## config.mk

```make
export PLATFORM = sky130hd
export DESIGN_NAME = concurrency_window_feedback_unit
export DESIGN_NICKNAME = d
export VERILOG_FILES = /design/src/hdl/cwf_pkg.sv /design/src/hdl/cwf_divsqrt.sv /design/src/hdl/concurrency_window_feedback_unit.sv
export SDC_FILE = /design/constraint.sdc
export NUM_CORES = 1
export LEC_CHECK = 0
export ABC_CLOCK_PERIOD_IN_PS = 15300
export BUFFER_PORTS_ARGS = -buffer_cell sky130_fd_sc_hd__buf_2
export CAP_MARGIN = 20
export CORE_MARGIN = 5
export CORE_UTILIZATION = 42
export CTS_CLUSTER_SIZE = 40
export DETAILED_ROUTE_END_ITERATION = 16
export GPL_TIMING_DRIVEN = 0
export MAX_ROUTING_LAYER = met4
export SYNTH_ARGS = -nofsm -noshare
export SYNTH_HDL_FRONTEND = slang
export SYNTH_SLANG_ARGS = --single-unit
export TNS_END_PERCENT = 10
```

## constraint.sdc

```tcl
create_clock -name i_clk -period 15.3 [get_ports i_clk]
set_clock_uncertainty 0.1 [all_clocks]
set_input_delay 0.765 -clock i_clk [delete_from_list [all_inputs] [get_ports i_clk]]
set_output_delay 0.765 -clock i_clk [all_outputs]
set_load 0.02 [all_outputs]
```

## src/hdl/cwf_pkg.sv

```systemverilog
// Package of the concurrency window unit: payload structs, codes and constants.
// No dependencies.
`timescale 1ns / 1ps
`default_nettype none
package cwf_pkg;

    localparam int FRAC_BITS  = 16;
    localparam int WINDOW_MAX = 1023;
    localparam int WIN_W      = 10;
    localparam int CFG_W      = 10;
    localparam int DSU_W      = 34;
    localparam int DSU_CNT_W  = 6;

    localparam logic [1:0]       RST_METHOD = 2'd1;
    localparam logic [7:0]       RST_HYST   = 8'd1;
    localparam logic [7:0]       RST_DEAD   = 8'd1;
    localparam logic [WIN_W-1:0] RST_INIT   = 10'd5;
    localparam logic [WIN_W-1:0] RST_LIMIT  = 10'd20;

    typedef enum logic [1:0] {
        METH_FIXED = 2'd0,
        METH_INV   = 2'd1,
        METH_ISQRT = 2'd2,
        METH_ALT   = 2'd3
    } t_method;

    typedef enum logic [2:0] {
        CFG_POS_METHOD = 3'd0,
        CFG_NEG_METHOD = 3'd1,
        CFG_POS_HYST   = 3'd2,
        CFG_NEG_HYST   = 3'd3,
        CFG_DEAD       = 3'd4,
        CFG_INIT_WIN   = 3'd5,
        CFG_WIN_LIMIT  = 3'd6
    } t_cfg_idx;

    typedef enum logic [0:0] {
        DSU_DIV  = 1'b0,
        DSU_SQRT = 1'b1
    } t_dsu_op;

    typedef enum logic [2:0] {
        ST_IDLE,
        ST_CLASSIFY,
        ST_DIV,
        ST_SQRT,
        ST_ACC,
        ST_GROW,
        ST_FAIL,
        ST_OUT
    } t_cwf_state;

    typedef struct packed {
        logic                 mode;
        logic [WIN_W-1:0]     busy_count;
    } t_cwf_in;

    typedef struct packed {
        logic [WIN_W-1:0]     window_now;
        logic                 start_backoff;
        logic                 revived;
        logic                 status;
    } t_cwf_out;

    typedef struct packed {
        logic                 start;
        t_dsu_op              op;
        logic [DSU_W-1:0]     operand;
        logic [WIN_W-1:0]     divisor;
        logic [DSU_CNT_W-1:0] steps;
    } t_dsu_req;

    typedef struct packed {
        logic                 done;
        logic [DSU_W-1:0]     quot;
        logic [WIN_W-1:0]     rem;
    } t_dsu_rsp;

endpackage
`default_nettype wire

```

## src/hdl/cwf_divsqrt.sv

```systemverilog
// Shared restoring divide and digit-by-digit square root unit, one step per cycle.
// Depends on cwf_pkg.
`timescale 1ns / 1ps
`default_nettype none
module cwf_divsqrt (
    input  wire logic             i_clk,
    input  wire logic             i_rst_n,
    input  wire cwf_pkg::t_dsu_req i_req,
    output cwf_pkg::t_dsu_rsp     o_rsp
);
    import cwf_pkg::*;

    localparam int ACC_W = 21;

    logic                 r_busy, n_busy;
    logic                 r_done, n_done;
    t_dsu_op              r_op, n_op;
    logic [DSU_CNT_W-1:0] r_cnt, n_cnt;
    logic [DSU_W-1:0]     r_src, n_src;
    logic [DSU_W-1:0]     r_q, n_q;
    logic [ACC_W-1:0]     r_acc, n_acc;
    logic [WIN_W-1:0]     r_div, n_div;

    logic [ACC_W-1:0]     cand;
    logic [ACC_W-1:0]     subtr;
    logic [ACC_W:0]       diff;
    logic                 ge;

    // The one subtractor, shared by both operations.
    always_comb begin
        if (r_op == DSU_DIV) begin
            cand  = {10'd0, r_acc[WIN_W-1:0], r_src[DSU_W-1]};
            subtr = {11'd0, r_div};
        end else begin
            cand  = {r_acc[18:0], r_src[DSU_W-1 -: 2]};
            subtr = {2'd0, r_q[16:0], 2'b01};
        end
        diff = {1'b0, cand} - {1'b0, subtr};
        ge   = !diff[ACC_W];
    end

    always_comb begin
        n_busy = r_busy;
        n_done = 1'b0;
        n_op   = r_op;
        n_cnt  = r_cnt;
        n_src  = r_src;
        n_q    = r_q;
        n_acc  = r_acc;
        n_div  = r_div;
        if (i_req.start && !r_busy) begin
            n_busy = 1'b1;
            n_op   = i_req.op;
            n_cnt  = i_req.steps;
            n_src  = i_req.operand;
            n_q    = '0;
            n_acc  = '0;
            n_div  = i_req.divisor;
        end else if (r_busy) begin
            n_acc = ge ? diff[ACC_W-1:0] : cand;
            n_q   = {r_q[DSU_W-2:0], ge};
            n_src = (r_op == DSU_DIV) ? {r_src[DSU_W-2:0], 1'b0} : {r_src[DSU_W-3:0], 2'b00};
            n_cnt = r_cnt - 1'b1;
            if (r_cnt == DSU_CNT_W'(1)) begin
                n_busy = 1'b0;
                n_done = 1'b1;
            end
        end
    end

    always_ff @(posedge i_clk) begin
        if (!i_rst_n) begin
            r_busy <= 1'b0;
            r_done <= 1'b0;
            r_op   <= DSU_DIV;
            r_cnt  <= '0;
        end else begin
            r_busy <= n_busy;
            r_done <= n_done;
            r_op   <= n_op;
            r_cnt  <= n_cnt;
        end
        r_src <= n_src;
        r_q   <= n_q;
        r_acc <= n_acc;
        r_div <= n_div;
    end

    assign o_rsp.done = r_done;
    assign o_rsp.quot = r_q;
    assign o_rsp.rem  = r_acc[WIN_W-1:0];

endmodule
`default_nettype wire

```

## src/hdl/concurrency_window_feedback_unit.sv

```systemverilog
// Top level of the concurrency window unit: sequencer, state and configuration.
// Depends on cwf_pkg and cwf_divsqrt.
//
// This block keeps the concurrency window of one destination and adjusts it
// for each delivery outcome request. It works on one request at a time: while
// a request is in flight o_in_stall stays high, and the result is held on the
// output until it is taken. No feedback is computed on a revival, a failure
// while dead or a success with the window already at its bound. A failure
// divides 2^32/w and then takes a square root when 1/sqrt(w) is needed. A
// success with feedback also splits the success accumulator by the growth
// step, after the division and square root that 1/w and 1/sqrt(w) need. The
// output then waits on i_out_stall. The shared divide and square root unit
// retires one quotient bit or one root bit per cycle: 33 steps for 2^32/w,
// 17 steps for the square root, 9 steps for the growth split. Feedback values
// are unsigned with 16 fraction bits and always truncated; 1/w is taken as
// the upper half of 2^32/w, so one division serves both the failure cohort
// count and the inverse square root. Configuration is written through
// i_cfg_we, i_cfg_idx and i_cfg_data and must only be written while the
// block is idle; writing initial_window never moves the window.
`timescale 1ns / 1ps
`default_nettype none
module concurrency_window_feedback_unit (
    input  wire logic                          i_clk,
    input  wire logic                          i_rst_n,
    input  wire logic                          i_in_valid,
    output logic                               o_in_stall,
    input  wire cwf_pkg::t_cwf_in              i_in_data,
    output logic                               o_out_valid,
    input  wire logic                          i_out_stall,
    output cwf_pkg::t_cwf_out                  o_out_data,
    input  wire logic                          i_cfg_we,
    input  wire logic [2:0]                    i_cfg_idx,
    input  wire logic [cwf_pkg::CFG_W-1:0]     i_cfg_data
);
    import cwf_pkg::*;

    localparam logic [16:0] FB_ONE = 17'h10000;

    // Configuration registers.
    logic [1:0]       r_pos_method;
    logic [1:0]       r_neg_method;
    logic [7:0]       r_pos_hyst;
    logic [7:0]       r_neg_hyst;
    logic [7:0]       r_dead;
    logic [WIN_W-1:0] r_init;
    logic [WIN_W-1:0] r_limit;

    // Destination state and the request being worked on.
    t_cwf_state       r_state, n_state;
    logic [WIN_W-1:0] r_window, n_window;
    logic [24:0]      r_succ, n_succ;
    logic [25:0]      r_fail, n_fail;
    logic [24:0]      r_coh, n_coh;
    t_cwf_in          r_req, n_req;
    logic [16:0]      r_fb, n_fb;
    t_cwf_out         r_out, n_out;

    t_dsu_req         dsu_req;
    t_dsu_rsp         dsu_rsp;

    logic [7:0]       pos_h;
    logic [7:0]       neg_h;
    logic             grow_ok;
    logic [16:0]      q_inv;
    logic [24:0]      acc_sum;
    logic [24:0]      coh_sum;
    logic             dead_hit;
    logic [8:0]       acc_hi;
    logic [8:0]       growth;
    logic [10:0]      grown;
    logic [WIN_W-1:0] grown_sat;
    logic [WIN_W-1:0] revive_w;
    logic             fb_over;
    logic             pos_isqrt;
    logic             neg_isqrt;

    // A hysteresis of zero acts as one.
    assign pos_h = (r_pos_hyst == 8'd0) ? 8'd1 : r_pos_hyst;
    assign neg_h = (r_neg_hyst == 8'd0) ? 8'd1 : r_neg_hyst;

    // Growth is only allowed below the limit, if one is set, and below busy + initial window.
    assign grow_ok = ((r_limit == '0) || (r_limit > r_window))
                     && ({1'b0, r_window} < ({1'b0, r_req.busy_count} + {1'b0, r_init}));

    // The upper half of 2^32/w is 2^16/w, the inverse window feedback.
    assign q_inv    = dsu_rsp.quot[32:16];
    assign acc_sum  = r_succ + {8'd0, r_fb};
    assign coh_sum  = r_coh + {8'd0, q_inv};
    assign dead_hit = (coh_sum >= {1'b0, r_dead, 16'd0});

    // After the split, accumulated_steps * pos_h is the integer part minus the
    // remainder, so the window grows without a multiplier.
    assign acc_hi    = r_succ[24:16];
    assign growth    = acc_hi - {1'b0, dsu_rsp.rem[7:0]};
    assign grown     = {1'b0, r_window} + {2'b0, growth};
    assign grown_sat = (grown > 11'(WINDOW_MAX)) ? WIN_W'(WINDOW_MAX) : grown[WIN_W-1:0];

    // Revival takes the busy count, else the initial window, never zero.
    always_comb begin
        revive_w = (r_req.busy_count != '0) ? r_req.busy_count : r_init;
        if (revive_w == '0) begin
            revive_w = WIN_W'(1);
        end
    end

    assign fb_over   = ({9'd0, r_fb} > r_fail);
    // Method code three behaves as the inverse square root.
    assign pos_isqrt = (r_pos_method == METH_ISQRT) || (r_pos_method == METH_ALT);
    assign neg_isqrt = (r_neg_method == METH_ISQRT) || (r_neg_method == METH_ALT);

    cwf_divsqrt u_dsu (
        .i_clk   (i_clk),
        .i_rst_n (i_rst_n),
        .i_req   (dsu_req),
        .o_rsp   (dsu_rsp)
    );

    // Next state of the sequencer.
    always_comb begin
        n_state = r_state;
        unique case (r_state)
            ST_IDLE: begin
                if (i_in_valid) begin
                    n_state = ST_CLASSIFY;
                end
            end
            ST_CLASSIFY: begin
                if (r_req.mode == 1'b0) begin
                    if (r_window == '0 || !grow_ok) begin
                        n_state = ST_OUT;
                    end else if (r_pos_method == METH_FIXED) begin
                        n_state = ST_ACC;
                    end else begin
                        n_state = ST_DIV;
                    end
                end else if (r_window == '0) begin
                    n_state = ST_OUT;
                end else begin
                    n_state = ST_DIV;
                end
            end
            ST_DIV: begin
                if (dsu_rsp.done) begin
                    if (r_req.mode == 1'b0) begin
                        n_state = pos_isqrt ? ST_SQRT : ST_ACC;
                    end else if (dead_hit) begin
                        n_state = ST_OUT;
                    end else begin
                        n_state = neg_isqrt ? ST_SQRT : ST_FAIL;
                    end
                end
            end
            ST_SQRT: begin
                if (dsu_rsp.done) begin
                    n_state = (r_req.mode == 1'b0) ? ST_ACC : ST_FAIL;
                end
            end
            ST_ACC: begin
                n_state = ST_GROW;
            end
            ST_GROW: begin
                if (dsu_rsp.done) begin
                    n_state = ST_OUT;
                end
            end
            ST_FAIL: begin
                n_state = ST_OUT;
            end
            ST_OUT: begin
                if (!i_out_stall) begin
                    n_state = ST_IDLE;
                end
            end
            default: begin
                n_state = ST_IDLE;
            end
        endcase
    end

    // Datapath updates and requests to the shared unit, per state.
    always_comb begin
        n_window = r_window;
        n_succ   = r_succ;
        n_fail   = r_fail;
        n_coh    = r_coh;
        n_req    = r_req;
        n_fb     = r_fb;
        n_out    = r_out;
        dsu_req  = '{start: 1'b0, op: DSU_DIV, operand: '0, divisor: r_window, steps: '0};
        unique case (r_state)
            ST_IDLE: begin
                if (i_in_valid) begin
                    n_req = i_in_data;
                end
            end
            ST_CLASSIFY: begin
                n_out = '{window_now: r_window, start_backoff: 1'b0, revived: 1'b0,
                          status: 1'b0};
                if (r_req.mode == 1'b0) begin
                    // Every success clears the failure cohort count.
                    n_coh = '0;
                    if (r_window == '0) begin
                        n_window          = revive_w;
                        n_succ            = '0;
                        n_fail            = '0;
                        n_out.window_now  = revive_w;
                        n_out.revived     = 1'b1;
                    end else if (grow_ok) begin
                        if (r_pos_method == METH_FIXED) begin
                            n_fb = FB_ONE;
                        end else begin
                            dsu_req = '{start: 1'b1, op: DSU_DIV,
                                        operand: {1'b1, 33'd0}, divisor: r_window,
                                        steps: DSU_CNT_W'(33)};
                        end
                    end
                end else if (r_window == '0) begin
                    // A failure while dead is reported and ignored.
                    n_out.status = 1'b1;
                end else begin
                    dsu_req = '{start: 1'b1, op: DSU_DIV, operand: {1'b1, 33'd0},
                                divisor: r_window, steps: DSU_CNT_W'(33)};
                end
            end
            ST_DIV: begin
                if (dsu_rsp.done) begin
                    n_fb = q_inv;
                    if (r_req.mode == 1'b1) begin
                        n_coh = coh_sum;
                        if (dead_hit) begin
                            n_window                = '0;
                            n_out.window_now        = '0;
                            n_out.start_backoff     = 1'b1;
                        end else if (r_neg_method == METH_FIXED) begin
                            n_fb = FB_ONE;
                        end
                    end
                    if ((r_req.mode == 1'b0 && pos_isqrt)
                        || (r_req.mode == 1'b1 && !dead_hit && neg_isqrt)) begin
                        dsu_req = '{start: 1'b1, op: DSU_SQRT,
                                    operand: {1'b0, dsu_rsp.quot[32:0]},
                                    divisor: r_window, steps: DSU_CNT_W'(17)};
                    end
                end
            end
            ST_SQRT: begin
                if (dsu_rsp.done) begin
                    n_fb = dsu_rsp.quot[16:0];
                end
            end
            ST_ACC: begin
                // Add the feedback, then split the sum by the growth step.
                n_succ  = acc_sum;
                dsu_req = '{start: 1'b1, op: DSU_DIV, operand: {acc_sum[24:16], 25'd0},
                            divisor: {2'd0, pos_h}, steps: DSU_CNT_W'(9)};
            end
            ST_GROW: begin
                if (dsu_rsp.done) begin
                    if (growth != '0) begin
                        n_succ   = {dsu_rsp.rem[8:0], r_succ[15:0]};
                        n_fail   = '0;
                        n_window = grown_sat;
                    end
                    if (r_limit != '0 && n_window > r_limit) begin
                        n_window = r_limit;
                    end
                    n_out.window_now = n_window;
                end
            end
            ST_FAIL: begin
                if (fb_over) begin
                    // The failure accumulator ran short: refill and shrink.
                    n_fail   = r_fail + {2'd0, neg_h, 16'd0} - {9'd0, r_fb};
                    n_succ   = '0;
                    n_window = (r_window > {2'd0, neg_h}) ? (r_window - {2'd0, neg_h})
                                                          : WIN_W'(1);
                end else begin
                    n_fail = r_fail - {9'd0, r_fb};
                end
                n_out.window_now = n_window;
            end
            ST_OUT: begin
            end
            default: begin
            end
        endcase
    end

    always_ff @(posedge i_clk) begin
        if (!i_rst_n) begin
            r_state      <= ST_IDLE;
            r_window     <= RST_INIT;
            r_succ       <= '0;
            r_fail       <= '0;
            r_coh        <= '0;
            r_pos_method <= RST_METHOD;
            r_neg_method <= RST_METHOD;
            r_pos_hyst   <= RST_HYST;
            r_neg_hyst   <= RST_HYST;
            r_dead       <= RST_DEAD;
            r_init       <= RST_INIT;
            r_limit      <= RST_LIMIT;
        end else begin
            r_state  <= n_state;
            r_window <= n_window;
            r_succ   <= n_succ;
            r_fail   <= n_fail;
            r_coh    <= n_coh;
            if (i_cfg_we) begin
                unique case (t_cfg_idx'(i_cfg_idx))
                    CFG_POS_METHOD: r_pos_method <= i_cfg_data[1:0];
                    CFG_NEG_METHOD: r_neg_method <= i_cfg_data[1:0];
                    CFG_POS_HYST:   r_pos_hyst   <= i_cfg_data[7:0];
                    CFG_NEG_HYST:   r_neg_hyst   <= i_cfg_data[7:0];
                    CFG_DEAD:       r_dead       <= i_cfg_data[7:0];
                    CFG_INIT_WIN:   r_init       <= i_cfg_data;
                    CFG_WIN_LIMIT:  r_limit      <= i_cfg_data;
                    default: begin
                    end
                endcase
            end
        end
        r_req <= n_req;
        r_fb  <= n_fb;
        r_out <= n_out;
    end

    assign o_in_stall  = (r_state != ST_IDLE);
    assign o_out_valid = (r_state == ST_OUT);
    assign o_out_data  = r_out;

endmodule
`default_nettype wire

```

==> metrics.cfg <==
[detailed_routing]
finalWirelength_mm = 65.3
drcViolationCount = 0
routed-via-count = 18400
postRouteAntennaNets = 0
drtIter0Drc = 1428
vias_per_cell = 5.90
wire_per_inst_um = 21.0
dr.pass1.iters = 8

[cells_and_area]
fillers = 4766
drive_gt1_share_pct = 6.16
final_cell_mix = nand2_1 (284), dfxtp_1 (198), a21oi_1 (192), nor2_1 (190), ha_1 (177)
final_core_util_pct = 46.8
final_common_cell = nand2_1
areaGrowthSynthToFinish_pct = 10.9
finalInstanceArea_sq_um = 22200
antenna_cells = 0
nets = 2702

[timing]
fmax_ghz = 0.147
maxSlewViolCount = 0
setup_viol = 0
rsz0062_at_grt = no
period_share_pct = 44.5
hold_viol = 0
tightest_slew_ns = 1.13
timing.final.crit_period_ns = 6.81
totalNegativeSetupSlack_ns = 0
max_slew_margin_pct = 24.9

[placed_design]
hpwlAfterDp_mm = 49.9
place_congestion = 0.958
dpl-instance-area_sq_um = 21000
port_buffers = 42

[worst_setup_path]
cp_cell_sequence = ha_1 > a2111oi_0 > o21ai_1 > a22oi_1 > a21boi_1 > a21o_1 > a21oi_1 > xnor2_1 > ha_1 > nand2_1 > nor4_1 > nand4_1 > or4_1 > a2111oi_2 > nor4b_4 > o21ai_2 > a211oi_2 > buf_4 > inv_2 > o22ai_1
r2r.worst_path.cells = 20
max_stage_delay_ns = 0.50
worst-setup-path-type = flip-flop to flip-flop
cp_max_fo = 43
r2r-start = u_dsu.r_q[22]
critPathCapture = u_dsu.r_acc[2]
critPathRequiredTime_ns = 15.65
cp_common_cell = ha_1
critPathSlowestCell = dfxtp_1
critPathLaunchType = flip-flop
rrSetupSlack_ns = 8.49
end_kind = flip-flop
crit_arrival_ns = 7.16
r2r-end = u_dsu.r_acc[2]
cp-startpoint = u_dsu.r_q[22]

[floorplan]
core_area_sq_um = 47400
ioPinCount = 44
dieWidth_um = 228
dieArea_sq_um = 52100
die_y_um = 228
fp-row-count = 80
start_util_pct = 42.2

[cts]
clock_latency_ns = 0.55
root_buffer = clkbuf_16
cts_made_buffers = 35
cts_setup_buffers = 0
ctsResizeCount = 0
cts.clk_slew.worst_paths_ns = 0.06
htreeDepth = 2
cts_sinks = 283
cts.path.max_buffers = 3
cts_tree = yes
ctsHoldBuffers = 0

[global_routing]
grt_pass1_vias = 17600
grt_overflow = 0
gr-usage-all-layers_pct = 24.9
grt_pass1_wl_mm = 101
antenna_found_initial = 1
grt_max_degree = 44

[logic_synthesis]
synthesis.instances = 2391
synth_area_per_cell_sq_um = 8.37
syn_area_sq_um = 20000
synth_edf_count = 85
synth-seq-cells = 283
yosysWarnings = 0
syn_nets = 2621
synth_flop_cell = dfxtp_1
yosysSeqAreaShare_pct = 32.5
async_flop_share_pct = 0
ys_types = 84

[power]
p_total_w = 0.00421
p_per_area_nw_per_um2 = 190
vdd_drop_max_mv = 0.161
p_leak_nw = 8.74

[run]
maxCapViolCount = 0

[hold_path]
min_path_type = input pin to flip-flop

[run_status]
outcome = finished, final reports clean

## critical path: cells and delay by family, from the launching register on
family | cells | cell delay (ns)
fa+ha+maj | 2 | 0.68
simple gates | 5 | 1.51
buf+inv | 2 | 0.65
compound gates | 10 | 3.07
xor+xnor | 1 | 0.16
flops | 1 | 0.50
## worst min path at each step
stage                                from               to  slack (ns)  cells past startpoint
after floorplan           u_dsu.r_acc[10]  u_dsu.r_acc[10]        0.32                      2
final                        i_in_data[3]         r_req[3]        0.29                      1
after detailed placement  u_dsu.r_acc[17]  u_dsu.r_acc[17]        0.34                      2
after CTS                    i_in_data[3]         r_req[3]        0.26                      1
after global placement    u_dsu.r_acc[16]  u_dsu.r_acc[16]        0.34                      2
after global routing         i_in_data[7]         r_req[7]        0.28                      1
## flip-flops by register name (all words and copies together), names as in the netlist, 10 cells and up
signal,count
u_dsu.r_q,33
r_window,10
o_out_data,13
r_fail,26
u_dsu.r_src,34
r_fb,17
u_dsu.r_acc,19
r_succ,25
u_dsu.r_div,10
r_req,11
r_coh,25
r_limit,10
r_init,10
## through the flow
stage	setup WS [ns]	cells	hold WS (ns)
global placement	8.47	3048	0.338
CTS	8.40	3114	0.263
global route	7.96	3114	0.282
finish	8.49	3114	0.291
floorplan	10.23	2391	0.323
detailed placement	8.45	3050	0.343
## metal layers
metal	routed length [um]	GRT usage [%]	part of all wire, %	vias up
li1	-	-	-	8845
met1	29900	34.0	46	8852
met2	28600	37.6	44	565
met3	4600	4.56	7.0	121
met4	2160	8.24	3.3	0
met5	0	-	0	-
## kinds of logic (layout without fill, tap and decap cells)
| kind of cell | Yosys count | in the layout | synth area share (%) |
|---|---|---|---|
| adders and majority gates | 201 | 201 | 13.5 |
| AOI/OAI and AO/OA | 724 | 724 | 23.8 |
| and+or+nand+nor | 740 | 740 | 16.9 |
| buffers and inverters | 266 | 374 | 5.11 |
| DFF | 283 | 283 | 32.5 |
| xor gates and xnor gates | 109 | 109 | 4.77 |
| muxes | 68 | 68 | 3.47 |
## Yosys cell counts (all sizes together), types with 19 or more instances
cell type / number / area [sq um]
dfxtp: 198 / 3960
and2: 22 / 138
o211ai: 28 / 210
fa: 24 / 480
nor3: 50 / 250
nand2b: 24 / 150
a22o: 48 / 420
nor2b: 20 / 125
a21oi: 192 / 961
ha: 177 / 2210
xor2: 46 / 403
buf: 22 / 108
o21a: 31 / 233
a31oi: 33 / 206
inv: 173 / 649
edfxtp: 85 / 2550
clkbuf: 68 / 255
xnor2: 63 / 552
a21o: 35 / 263
nand2: 284 / 1070
nor4: 19 / 119
a211oi: 26 / 200
o21ai: 157 / 790
a22oi: 36 / 270
nor2: 192 / 723
mux2i: 57 / 571
nand4: 20 / 125
nand3: 44 / 220
## final cells by class
cell class / instances / area, sq um / area share (%)
clock inverters: 10 / 113 / 0.507
inverters: 176 / 661 / 2.98
repair buffers: 44 / 230 / 1.04
flip-flops and latches: 283 / 6520 / 29.4
plain buffers: 90 / 363 / 1.63
clock buffers: 54 / 1060 / 4.77
multi-input cells: 1842 / 12500 / 56.2
well taps: 615 / 769 / 3.47
## where the power goes
part	switching (W)	internal, W	total (W)
registers	0.000118	0.000982	0.00110
logic	0.00140	0.000849	0.00225
clock network	0.000348	0.000511	0.000859
Power figures use the tool's default switching activity.
